**src/rtl/core/xdnt_pkg.sv**
```systemverilog
// Shared types and codes for the XOR-distance node table.
// No dependencies; imported by xdnt_cmp and xor_distance_node_table_top.
package xdnt_pkg;

  localparam int unsigned IdW = 160;

  typedef enum logic [2:0] {
    FUNC_ADD    = 3'd0,
    FUNC_REMOVE = 3'd1,
    FUNC_FIND   = 3'd2,
    FUNC_GET    = 3'd3,
    FUNC_SORT   = 3'd4,
    FUNC_CLEAR  = 3'd5
  } func_e;

  typedef enum logic [1:0] {
    STAT_OK      = 2'd0,
    STAT_MISSING = 2'd1,
    STAT_FULL    = 2'd2
  } status_e;

  typedef enum logic [3:0] {
    ST_IDLE,
    ST_SCAN_RD,
    ST_SCAN_CMP,
    ST_SHIFT_RD,
    ST_SHIFT_WR,
    ST_GET_RD,
    ST_GET_DATA,
    ST_SKEY_RD,
    ST_SKEY_LD,
    ST_SORT_RD,
    ST_SORT_CMP,
    ST_SORT_PUT,
    ST_RESP
  } state_e;

  typedef struct packed {
    logic [2:0]  func;
    logic [63:0] id_hi;
    logic [63:0] id_mid;
    logic [31:0] id_lo;
    logic [5:0]  entry_index;
  } in_word_t;

  typedef struct packed {
    logic [1:0]  status;
    logic [5:0]  hit_index;
    logic [63:0] out_id_hi;
    logic [63:0] out_id_mid;
    logic [31:0] out_id_lo;
    logic [6:0]  entry_count;
  } out_word_t;

  typedef struct packed {
    logic eq;       // entry equals key
    logic farther;  // entry is farther from target than key
  } cmp_res_t;

endpackage

```
**src/rtl/core/xdnt_cmp.sv**
```systemverilog
// Shared compare unit: equality with a key and XOR-distance ordering.
// Depends on xdnt_pkg.
module xdnt_cmp (
  input  logic [xdnt_pkg::IdW-1:0] entry_i,
  input  logic [xdnt_pkg::IdW-1:0] key_i,
  input  logic [xdnt_pkg::IdW-1:0] target_i,
  output xdnt_pkg::cmp_res_t       res_o
);
  import xdnt_pkg::*;

  logic [IdW-1:0] dist_entry;
  logic [IdW-1:0] dist_key;

  // byte-wise msb-first distance order is plain unsigned order of the word
  assign dist_entry    = entry_i ^ target_i;
  assign dist_key      = key_i ^ target_i;
  assign res_o.eq      = (entry_i == key_i);
  assign res_o.farther = (dist_entry > dist_key);

endmodule

```
**config.mk**
```make
export PLATFORM = sky130hd
export DESIGN_NAME = xdnt_cmp
export DESIGN_NICKNAME = d
export VERILOG_FILES = /design/src/rtl/core/xdnt_pkg.sv /design/src/rtl/core/xdnt_cmp.sv
export SDC_FILE = /design/constraint.sdc
export NUM_CORES = 1
export LEC_CHECK = 0
export ABC_AREA = 1
export BUFFER_PORTS_ARGS = -buffer_cell sky130_fd_sc_hd__buf_2
export CAP_MARGIN = 20
export CORE_AREA = 2 2 186 188
export DETAILED_ROUTE_END_ITERATION = 10
export DIE_AREA = 0 0 188 190
export PLACE_DENSITY_LB_ADDON = 0.12
export SLEW_MARGIN = 20
export SYNTH_ARGS = -nofsm -noshare
export SYNTH_HDL_FRONTEND = slang
export SYNTH_SLANG_ARGS = --single-unit
```
**constraint.sdc**
```tcl
create_clock -name vclk -period 1.6
set_clock_uncertainty 0.1 [all_clocks]
set_input_delay 0.16 -clock vclk [all_inputs]
set_output_delay 0.16 -clock vclk [all_outputs]
set_load 0.01 [all_outputs]
```
# Yosys cells after proc, flatten, opt, wreduce, memory -nomap -nowiden
# Cells that the tools add are included.
dict set report op_classes {
  n_eq_ne 1
  magnitude_cmp 1
  n_bitwise 2
}
# cell count
set ops {}
lappend ops {{XOR 160 bit} 2}
lappend ops {{equality test 160 bit} 1}
lappend ops {{> comparator 160 bit} 1}
dict set report word_totals {
  word_cells 4
  register_bits 0
}

# Logic depth before layout (Yosys ltp)
# Gate-level depths: netlist of the first run.
dict set report logic_depth {
  depth_word 2
  mapped_depth 18
  mapped_depth_nobuf 18
}

# Worst setup path after synthesis of the first run
# OpenSTA, ideal clock, no wires.
dict set report synth_timing {
  path_type {input -> output}
  start {input port key_i[127] (netlist bit)}
  end {output port res_o[0] (netlist bit)}
  slack_ns 0.006
  arrival_ns 1.334
  path_stages 11
  required_time_ns 1.340
  path_cell_list {xnor2_1 > nand4_1 > nor2_2 > nand2_2 > nor2_2 > nand2_2 > nor2_2 > nand2_1 > nand2_1 > nor2_1 > a21oi_2}
}
# item line_no
set synth_rtl {}
lappend synth_rtl {{start, declared} xdnt_cmp.sv:5} ;# input logic [xdnt_pkg::IdW-1:0] key_i,
lappend synth_rtl {{end, declared} xdnt_cmp.sv:7} ;# output xdnt_pkg::cmp_res_t res_o

==> results.sh, run 1 <==
export IMPL_grt_max_degree=5
export IMPL_synth_fp_nets=1926
export IMPL_fin_nets=2517
export IMPL_synth_top_area_share=0.262
export IMPL_crit_end="res_o[0]"
export IMPL_holdWs_ns=0.905
export IMPL_hp_class="in2out"
export IMPL_power_total_mw=2.69
export IMPL_worstPathCellList="buf_2, inv_1, nor2_1, nor3_4, nand2_1, nor2_2, nand3b_1, nor2_2, buf_6, nand2_4, nor2_2, nand2_1, nand2_1, nor2_1, a21oi_2, buf_4"
export IMPL_crit_path_start="key_i[62]"
export IMPL_stdcell_count=2495
export IMPL_cp_required_ns=1.34
export IMPL_path_buf_inv=4
export IMPL_synth_top_area_cell="nand2_1"
export IMPL_dr_total_vias=10000
export IMPL_yosys_warnings=0
export IMPL_grt_ovfl_total=0
export IMPL_fin_util=0.315
export IMPL_numSequentialCells=0
export IMPL_pin_count=482
export IMPL_worstMarginPinSlew_ns=0.318
export IMPL_fin_area_um2=10700
export IMPL_portBuffers=482
export IMPL_fin_crit_sh=1.26
export IMPL_synth_area_um2=6630
export IMPL_slew_violations=0
export IMPL_wire_per_inst_um=11.9
export IMPL_cts_hold_buf=0
export IMPL_dp_cells=2492
export IMPL_syn_avg_cell_area_um2=4.59
export IMPL_grt_pass1_vias=9763
export IMPL_synthDistinctLibCells=37
export IMPL_postRouteAntennaNets=0
export IMPL_relSlewSlack=0.786
export IMPL_dieArea_um2=35700
export IMPL_core_area_um2=33900
export IMPL_crit_family="simple AND/OR/NAND/NOR gates"
export IMPL_powerDensity_nw_per_um2=252
export IMPL_drc=0
export IMPL_critPathCaptureType="output port"
export IMPL_critPathMaxStageDelay_ns=0.18
export IMPL_first_iter_violations=205
export IMPL_antenna_found_initial=9
export IMPL_dp_slack_ns=-0.692
export IMPL_cp_arrival_ns=1.76
export IMPL_setup_viol_count_final=2
export IMPL_n_clock_buffer=0
export IMPL_worst_ir_drop_vdd_v=0.0000813
export IMPL_failed_checks="negative setup slack"
export IMPL_die_height_um=190
export IMPL_grt_pass1_wl_um=45800
export IMPL_outcome="finished with violations"
export IMPL_crit_fanout=3
export IMPL_grt_use_total=0.157
export IMPL_worst_setup_path_start_kind="input port"
export IMPL_hold_start="key_i[24]"
export IMPL_wirelength_um=29600
export IMPL_critPathSlowestCell="nor3_4"
export IMPL_die_w_um=188
export IMPL_final_min_clock_period_ns=2.02
export IMPL_drive_gt1_frac=0.336
export IMPL_ys_top_cells_by_area="nand2_1 26%, inv_1 18%, nor2_1 12%"
export IMPL_place_area_um2=10400
export IMPL_maxCapViolCount=0
export IMPL_grt_setup_unrepaired="yes"
export IMPL_hpwl_um=28200
export IMPL_drt_first_pass_iters=4
export IMPL_register_area_um2=0
export IMPL_worst_slack_ns=-0.422
export IMPL_syn_inst=1446
export IMPL_drt_vias_per_instance=4.02
export IMPL_p_leak_nw=6.73
export IMPL_gp_congestion=0.842
export IMPL_initial_utilization=0.195
export IMPL_finalSetupTns_ns=-0.766
export IMPL_critPathKind="in2out"
export IMPL_critical_path_depth=16
export IMPL_area_delta_synth_final_pct=61.4
export IMPL_final_hold_viol_count=0
export IMPL_rows=68
export IMPL_fmax_ghz=0.495
export IMPL_seq_area_frac_synth=0
==> placed cells by master, fill, tap and decap left out, drive strengths merged, types with 6 or more instances in the layout <==
cell    count
buf       589
nand2     472
inv       322
nor2      220
o21ai      95
nand3      93
xnor2      66
a21oi      46
xor2       40
nor3       27
and2       15
or2         8
clkinv      6
o21a        6
nand3b      6
==> tightest hold or removal path, delay by kind of cell <==
family,cells,cell delay [ns]
simple gates,5,0.42
buf+inv,2,0.26
==> cell families after synthesis <==
logic type      synth area share
compound gates             0.129
xor+xnor                   0.143
buf+inv                    0.186
mux                      0.00339
simple gates               0.538
==> power breakdown <==
group          internal [mW]  switching, mW  leakage, nW    total, mW
clock network    0.000000418              0    0.0000317  0.000000418
logic                   1.32           1.38         6.73         2.69
registers                  0              0            0            0
total                   1.32           1.38         6.73         2.69
==> how the worst min path moves through the flow <==
stage | to | slack, ns | depth (start not counted)
floorplan | res_o[1] | 0.47 | 4
global placement | res_o[1] | 0.91 | 7
detailed placement | res_o[1] | 0.93 | 7
CTS | res_o[1] | 0.93 | 7
global route | res_o[1] | 0.97 | 7
finish | res_o[1] | 0.91 | 7
==> final cells by class <==
class	instances	area (um2)
diodes	5	12.5
multi-input cells	1118	5630
well taps	455	569
inverters	328	1230
repair buffers	589	3260
fillers	3941	23200
==> cells in the mapped netlist, drive strengths merged <==
master	count
xor2	40
o21a	6
clkinv	6
o211ai	4
nand3	93
nor2b	2
o21bai	3
xnor2	66
a22oi	1
nand2	472
or2	8
nand4	5
o21ai	95
nand3b	6
a21oi	46
nor3	27
a21boi	4
and2	15
mux2	2
o22ai	2
nor4	1
nor2	220
inv	322
==> repair_timing <==
item / 4_1_cts / 5_1_grt
buffers inserted: 1 / 0
pin swaps: 24 / 5
setup endpoints to repair: 2 / 2
gates resized for setup: 45 / 18
gates cloned: 0 / 0
==> metal layers <==
layer / wire length (um) / up-vias / share of wire / GRT usage
li1: - / 5514 / - / -
met1: 11500 / 4169 / 0.39 / 0.167
met2: 15600 / 300 / 0.53 / 0.318
met3: 1950 / 32 / 0.066 / 0.0315
met4: 557 / 6 / 0.019 / 0.0276
met5: 38 / - / 0.0013 / 0
Note: power is estimated with default switching activity, not from simulation.
==> inputs of run 2 (changes only) <==
Settings changed: BUFFER_PORTS_ARGS -buffer_cell sky130_fd_sc_hd__buf_2 to -buffer_cell sky130_fd_sc_hd__buf_4, CORE_AREA 2 2 186 188 to 3 3 187 189, DIE_AREA 0 0 188 190 to 0 0 190 192.
==> run 2 against run 1 <==
The run still ends with negative setup slack left. Cell count shrank 0.44%. Clock-buffer cell count is the same. Worst hold slack lost 0.042 ns. Maximum frequency shrank 1.8%. Wire length grew 6.8%. Die area grew 2.1%. Sequential share of layout area is the same. Combinational power grew 13%. First-iteration DRC count shrank 9.8%. Utilization grew 3.9 points. Largest power group unchanged.
==> results.sh, run 2 (synthesis gave the netlist of run 1 again) <==
export IMPL_fin_nets=2517
export IMPL_grt_pass1_vias=9681
export IMPL_fin_area_um2=11900
export IMPL_outcome="finished with violations"
export IMPL_critPathKind="in2out"
export IMPL_slew_violations=0
export IMPL_grt_setup_unrepaired="yes"
export IMPL_core_area_um2=33400
export IMPL_n_clock_buffer=0
export IMPL_maxCapViolCount=0
export IMPL_cp_arrival_ns=1.80
export IMPL_fmax_ghz=0.486
export IMPL_grt_max_degree=5
export IMPL_p_leak_nw=7.14
export IMPL_hp_class="in2out"
export IMPL_final_cell_mix="584 x buf_4, 458 x nand2_1, 309 x inv_1, 189 x nor2_1, 94 x o21ai_0"
export IMPL_die_height_um=192
export IMPL_grt_use_total=0.160
export IMPL_grt_pass1_wl_um=47000
export IMPL_stdcell_count=2484
export IMPL_wire_per_inst_um=12.7
export IMPL_portBuffers=482
export IMPL_worst_setup_path_start_kind="input port"
export IMPL_drive_gt1_frac=0.338
export IMPL_numSequentialCells=0
export IMPL_die_w_um=190
export IMPL_antenna_found_initial=5
export IMPL_failed_checks="negative setup slack"
export IMPL_dp_cells=2480
export IMPL_worstMarginPinSlew_ns=0.343
export IMPL_final_common_cell="buf_4"
export IMPL_dieArea_um2=36500
export IMPL_setup_viol_count_final=2
export IMPL_relSlewSlack=0.769
export IMPL_drt_first_pass_iters=4
export IMPL_fin_util=0.355
export IMPL_worst_ir_drop_vdd_v=0.000121
export IMPL_register_area_um2=0
export IMPL_place_area_um2=11600
export IMPL_first_iter_violations=185
export IMPL_grt_ovfl_total=0
export IMPL_power_total_mw=3.03
export IMPL_drc=0
export IMPL_powerDensity_nw_per_um2=255
export IMPL_finalSetupTns_ns=-0.789
export IMPL_area_delta_synth_final_pct=78.9
export IMPL_final_min_clock_period_ns=2.06
export IMPL_wirelength_um=31700
export IMPL_hpwl_um=30000
export IMPL_cp_required_ns=1.34
export IMPL_crit_path_start="key_i[39]"
export IMPL_crit_fanout=2
export IMPL_critPathCaptureType="output port"
export IMPL_postRouteAntennaNets=0
export IMPL_worst_slack_ns=-0.459
export IMPL_gp_congestion=0.829
export IMPL_fin_crit_sh=1.29
export IMPL_dr_total_vias=9975
export IMPL_cts_hold_buf=0
export IMPL_initial_utilization=0.198
export IMPL_hold_start="key_i[24]"
export IMPL_final_hold_viol_count=0
export IMPL_rows=67
export IMPL_pin_count=482
export IMPL_drt_vias_per_instance=4.02
==> run 2: cell types whose count changed in the layout (fill, tap and decap cells not counted), moves of 3 or more <==
cell     before  now
buf_2       475    0
buf_4       107  584
inv_1       312  309
nand2_4       1    4
diode_2       5    1
nand2_2      15   10
nor2_2       19   25
nor2_1      193  189
xnor2_2      10    7
==> run 2: worst paths after layout <==
check	cells past startpoint	end	slack, ns
setup / recovery	17	res_o[0]	-0.46
hold / removal	7	res_o[1]	0.86
==> run 2: worst max-delay path, cell delays in order <==
cell and delay [ns]:
buf_4 0.11, inv_1 0.06, nor2_1 0.04, nor2_1 0.14, and2_4 0.17, nand2_1 0.07
nor2_2 0.15, nand2_1 0.09, nor2_2 0.12, buf_6 0.12, nand2_4 0.05, nor2_4 0.09
nand2_1 0.06, nand2_1 0.06, nor2_1 0.05, a21oi_2 0.13, buf_6 0.12
==> run 2: per-stage QoR <==
| step | hold slack [ns] | setup slack [ns] |
|---|---|---|
| after global placement | 0.898 | -0.551 |
| after CTS | 0.904 | -0.455 |
| after detailed placement | 0.903 | -0.550 |
| final | 0.863 | -0.459 |
| after floorplan | 0.473 | 0.00636 |
| after global routing | 0.928 | -0.624 |
==> run 2: final cells by class <==
| cell class | instances | area, um2 |
|---|---|---|
| inverters | 328 | 1230 |
| fillers | 3799 | 21600 |
| diodes | 1 | 2.50 |
| repair buffers | 589 | 4440 |
| well taps | 448 | 561 |
| multi-input cells | 1118 | 5630 |
==> run 2: routing by layer <==
| metal | routed length (um) | GRT usage | part of all wire |
|---|---|---|---|
| met1 | 11800 | 0.168 | 0.37 |
| met2 | 16500 | 0.317 | 0.52 |
| met3 | 2850 | 0.0484 | 0.090 |
| met4 | 501 | 0.0216 | 0.016 |
| met5 | 51 | 0 | 0.0016 |
==> run 2: timing repair <==
| action | 4_1_cts | 5_1_grt |
|---|---|---|
| pin swaps | 13 | 21 |
| gates resized for setup | 30 | 34 |
| endpoints found under the setup margin | 2 | 2 |
| setup buffers | 0 | 3 |
==> run 2: report_power, final <==
group          internal (mW)  switching [mW]
registers                  0               0
logic                   1.66            1.37
clock network   0.0000000840               0
total                   1.66            1.37
